`config.mk`:
```
export PLATFORM = sky130hd
export DESIGN_NAME = mme_mac
export DESIGN_NICKNAME = d
export VERILOG_FILES = /design/src/hdl/mme_pkg.sv /design/src/hdl/mme_mac.sv
export SDC_FILE = /design/constraint.sdc
export NUM_CORES = 1
export LEC_CHECK = 0
export BUFFER_PORTS_ARGS = -buffer_cell sky130_fd_sc_hd__buf_2
export CELL_PAD_IN_SITES_DETAIL_PLACEMENT = 2
export CELL_PAD_IN_SITES_GLOBAL_PLACEMENT = 2
export CORE_MARGIN = 4
export CORE_UTILIZATION = 42
export DETAILED_ROUTE_END_ITERATION = 6
export GPL_ROUTABILITY_DRIVEN = 1
export GPL_TIMING_DRIVEN = 0
export PLACE_DENSITY_LB_ADDON = 0.1
export SYNTH_ARGS = -nofsm -noshare
export SYNTH_HDL_FRONTEND = slang
export SYNTH_SLANG_ARGS = --single-unit
```
`constraint.sdc`:
```
create_clock -name clk_i -period 4.4 [get_ports clk_i]
set_input_delay 0.22 -clock clk_i [delete_from_list [all_inputs] [get_ports clk_i]]
set_output_delay 0.22 -clock clk_i [all_outputs]
set_load 0.005 [all_outputs]
```
`src/hdl/mme_pkg.sv`:
```
`default_nettype none

package mme_pkg;

  // Sizes of the stores and the datapath
  localparam int MAX_DIM    = 64;
  localparam int DATA_WIDTH = 16;
  localparam int IDX_W      = $clog2(MAX_DIM);
  localparam int ADDR_W     = 2 * IDX_W;
  localparam int DIM_W      = $clog2(MAX_DIM + 1);
  localparam int PROD_W     = 2 * DATA_WIDTH;
  localparam int ACC_W      = 40;
  localparam int CFG_IDX_W  = 2;

  // Command codes
  typedef enum logic [1:0] {
    OP_WRITE_A = 2'd0,
    OP_WRITE_B = 2'd1,
    OP_COMPUTE = 2'd2,
    OP_NONE    = 2'd3
  } opcode_e;

  // Configuration register indexes
  typedef enum logic [CFG_IDX_W-1:0] {
    REG_ROWS_A    = 2'd0,
    REG_INNER_DIM = 2'd1,
    REG_COLS_B    = 2'd2,
    REG_UNUSED    = 2'd3
  } cfg_reg_e;

  // Sequencer states
  typedef enum logic [1:0] {
    ST_IDLE,
    ST_RUN,
    ST_DRAIN
  } state_e;

  // Tag that travels with each multiply-accumulate term
  typedef struct packed {
    logic             first_term;
    logic             last_term;
    logic             last_col;
    logic [IDX_W-1:0] col;
  } mac_tag_t;

  // Map zero to one and anything above MAX_DIM to MAX_DIM
  function automatic logic [DIM_W-1:0] clamp_dim(input logic [DIM_W-1:0] v);
    logic [DIM_W-1:0] r;
    if (v == '0) begin
      r = DIM_W'(1);
    end else if (v > DIM_W'(MAX_DIM)) begin
      r = DIM_W'(MAX_DIM);
    end else begin
      r = v;
    end
    return r;
  endfunction

endpackage

`default_nettype wire

```
`src/hdl/mme_mac.sv`:
```
`default_nettype none

module mme_mac (
  input  wire logic                                    clk_i,
  input  wire logic                                    rst_ni,
  input  wire logic                                    in_valid_i,
  input  wire logic signed [mme_pkg::DATA_WIDTH-1:0]   a_i,
  input  wire logic signed [mme_pkg::DATA_WIDTH-1:0]   b_i,
  input  wire mme_pkg::mac_tag_t                       tag_i,
  output logic                                         out_valid_o,
  output logic signed [mme_pkg::ACC_W-1:0]             out_value_o,
  output logic        [mme_pkg::IDX_W-1:0]             out_col_o,
  output logic                                         out_last_o
);

  import mme_pkg::*;

  logic signed [PROD_W-1:0] prod_q;
  mac_tag_t                 ptag_q;
  logic                     pvalid_q;
  logic        [ACC_W-1:0]  acc_q;
  logic        [ACC_W-1:0]  acc_base;
  logic        [ACC_W-1:0]  sum_d;

  // Product stage
  always_ff @(posedge clk_i or negedge rst_ni) begin
    if (!rst_ni) begin
      pvalid_q <= 1'b0;
    end else begin
      pvalid_q <= in_valid_i;
    end
  end

  always_ff @(posedge clk_i) begin
    if (in_valid_i) begin
      prod_q <= a_i * b_i;
      ptag_q <= tag_i;
    end
  end

  // Accumulate; restart on the first term of each column
  assign acc_base = ptag_q.first_term ? '0 : acc_q;
  assign sum_d    = acc_base + {{(ACC_W - PROD_W){prod_q[PROD_W-1]}}, prod_q};

  always_ff @(posedge clk_i) begin
    if (pvalid_q) begin
      acc_q <= sum_d;
    end
  end

  // Present each finished dot product for one cycle
  always_ff @(posedge clk_i or negedge rst_ni) begin
    if (!rst_ni) begin
      out_valid_o <= 1'b0;
    end else begin
      out_valid_o <= pvalid_q && ptag_q.last_term;
    end
  end

  always_ff @(posedge clk_i) begin
    if (pvalid_q && ptag_q.last_term) begin
      out_value_o <= sum_d;
      out_col_o   <= ptag_q.col;
      out_last_o  <= ptag_q.last_col;
    end
  end

endmodule

`default_nettype wire

```
==> metrics.yaml <==
yosysUniqueCellTypes: 60
pin_count: 92
antenna_left: 0
grt_max_degree: 43
yosysWarnings: 0
antenna_cells: 0
clock_path_buffers: 2
clk_latency_ns: 0.43
multi_input_area_um2: 11600
syn_area_per_cell_um2: 10.3
worstPathArrival_ns: 5.94
synth-edff-count: 128
rsz0062_at_grt: "true"
drive_gt1_share_pct: 24.7
cts.sinks: 130
syn-cell-area_um2: 16100
die_w_um: 204
portBuffers: 91
fin_crit_sh_pct: 131
grt_pass1_vias: 14962
skew_ns: 0.00801
hold_class: "input port to asynchronous set/reset pin"
path_clk_slew_ns: 0.06
gp_routability_congestion: 0.871
cp_cell_sequence: "buf_12, clkbuf_16, and2_4, fa_1, inv_2, fa_2, fa_1, inv_2, fa_1, fa_1, inv_2, fa_1, inv_2, ha_4, a21o_1, a21oi_2, nor3b_4, a21oi_4, o41ai_4, o21bai_1, a21oi_2, xnor2_1"
dr.pass1.iters: 5
post_drt_wl_per_cell_um: 28.1
yosysSeqAreaShare_pct: 24.3
layout.area.seq_um2: 3890
tns_ns: -18.93
critPathMaxFanout: 6
synthCells: 1553
finalSetupViolCount: 21
vias: 12646
crit_top_cell: "fa_1"
final_nets: 2207
violations: "negative setup slack"
crit_path_start_kind: "input port"
grt_pass1_wl_um: 90100
routed_wirelength_um: 64600
grtUsageTotal_pct: 28.7
max_freq_mhz: 173
slowest_delay_ns: 0.62
fp.dieH_um: 204
antenna_found_initial: 0
post-dp-hpwl_um: 40800
cts_tree: "done"
period_needed_ns: 5.77
num_rows: 71
synthFlopType: "edfxtp_1"
status: "finished, violations left"
max-cap-violations: 0
tightest_slew_ns: 1.04
setup_slack_ns: -1.37
r2r_start: "ptag_q[8]"
area_growth_pct: 27.0
core_region_area_um2: 37700
fillers: 3731
vias_per_cell: 5.49
cts_made_buffers: 17
crit_start: "b_i[4]"
htreeDepth: 4
die_area_um2: 41400
syn-num-nets: 1981
cp-end-kind: "flip-flop"
crit_slowest_cell: "fa_1"
start_util_pct: 42.6
slew_viol_final: 0
relSlewSlack_pct: 30.5
overflow: 0
crit_type: "input port to flip-flop"
drtIter0Drc: 633
root_buffer: "clkbuf_16"
synth-seq-cells: 130
hold_viol_final: 0
drc: 0
async_reset_ff_share_pct: 1.54
reg2reg_depth: 14
cp.required_ns: 4.58
-- stage by stage --
| step | setup slack [ns] | util [%] | hold slack [ns] | cell area, µm² | instances |
|---|---|---|---|---|---|
| 3_3_place_gp | -1.88 | 46.8 | 0.00446 | 17600 | 2155 |
| 6_report | -1.37 | 54.1 | 0.121 | 20400 | 2303 |
| 5_1_grt | -1.50 | 54.1 | 0.111 | 20400 | 2303 |
| 4_1_cts | -1.13 | 52.8 | 0.104 | 19900 | 2286 |
| 2_1_floorplan | -1.12 | - | -0.0756 | 16500 | 1553 |
| 3_5_place_dp | -2.02 | 46.9 | 0.0106 | 17700 | 2157 |
-- routing by layer --
metal  vias to the layer above  track usage [%]  wire length [µm]
li1                       5374                -                 -
met1                      6627             33.1             23900
met2                       449             53.4             34300
met3                       196             4.44              2870
met4                         0             11.1              3540
met5                         -                0                 0
-- cells in the mapped netlist, drive strengths merged, types with 9 or more instances --
| library cell | n | share of area (%) |
|---|---|---|
| inv | 302 | 7.1 |
| fa | 263 | 33 |
| nand2 | 145 | 3.4 |
| and2 | 129 | 5.0 |
| edfxtp | 128 | 24 |
| ha | 121 | 9.4 |
| a21oi | 72 | 2.3 |
| nor2 | 59 | 1.4 |
| xnor2 | 58 | 3.2 |
| nor2b | 42 | 1.6 |
| clkbuf | 38 | 0.90 |
| o21ai | 32 | 1.0 |
| a21o | 23 | 1.1 |
| nand3 | 12 | 0.37 |
| xor2 | 12 | 0.65 |
| nand2b | 11 | 0.43 |
| o21bai | 11 | 0.51 |
| nand4 | 9 | 0.35 |
| o211ai | 9 | 0.42 |
-- cells by family after synthesis --
| group | after synthesis | share of synthesized area (%) |
|---|---|---|
| xor+xnor | 70 | 3.82 |
| compound gates | 193 | 7.93 |
| flops | 130 | 24.3 |
| fa+ha+maj | 384 | 42.2 |
| buf+inv | 342 | 8.06 |
| simple gates | 434 | 13.7 |
-- placed cells by master, fill, tap and decap left out, types with 9 or more instances in the layout --
cell | netlist | routed
o211ai_1 | 9 | 9
inv_1 | 302 | 268
buf_4 | 0 | 82
fa_1 | 263 | 235
a21oi_1 | 68 | 50
nand4_1 | 9 | 9
ha_1 | 121 | 102
buf_8 | 0 | 9
clkbuf_16 | 0 | 40
o21ai_0 | 26 | 17
nor2b_1 | 42 | 42
ha_4 | 0 | 16
fa_2 | 0 | 28
buf_12 | 0 | 20
xor2_1 | 12 | 12
and2_1 | 128 | 115
buf_2 | 1 | 64
inv_2 | 0 | 32
a21o_1 | 23 | 23
nand3_1 | 12 | 12
xnor2_1 | 58 | 54
a21oi_2 | 4 | 18
nor2_1 | 59 | 49
nand2_2 | 0 | 11
nand2_1 | 145 | 127
buf_6 | 1 | 23
nand2b_1 | 11 | 11
o21bai_1 | 11 | 10
edfxtp_1 | 128 | 128
and2_4 | 0 | 12
dlygate4sd3_1 | 0 | 10
-- critical path, delay by kind of cell --
family / cells / cell delay (ns)
compound gates: 6 / 1.16
xor+xnor: 1 / 0.07
fa+ha+maj: 7 / 3.55
buf+inv: 6 / 0.49
simple gates: 2 / 0.44
-- sequential cells by signal, summed over array words and instances, names as in the netlist --
name and count:
acc_q 40, prod_q 32, ptag_q 9, out_valid_o 1
out_value_o 40, out_last_o 1, out_col_o 6, pvalid_q 1
-- final timing paths --
path                              endpoint  slack (ns)
max                             prod_q[29]       -1.37
min                            out_valid_o        0.12
max reg2reg                out_value_o[38]        0.34
min reg2reg                   out_col_o[0]        0.42
max in group asynchronous         pvalid_q        4.16
min in group clk_i               prod_q[0]        0.27
-- layout make-up --
cell class                      instances  share of cell area (%)
Buffer                                 39                    3.52
Clock buffer                           19                    2.12
Clock inverter                         13                   0.792
Inverter                              302                    5.60
Multi-Input combinational cell       1081                    56.8
Sequential cell                       130                    19.1
Tap cell                              511                    3.14
Timing Repair Buffer                  208                    8.96
-- what timing repair did --
| action | 4_1_cts | 5_1_grt |
|---|---|---|
| gates cloned | 2 | 1 |
| endpoints found under the setup margin | 36 | 22 |
| endpoints found under the hold margin | 11 | 0 |
| hold buffers | 10 | 0 |
| buffers inserted | 88 | 20 |
| pin swaps | 82 | 61 |
| gates resized for setup | 199 | 97 |
Power is left out: the tool's default activity adds up to more than one toggle a clock period on the data nets, which glitch-free logic cannot reach.
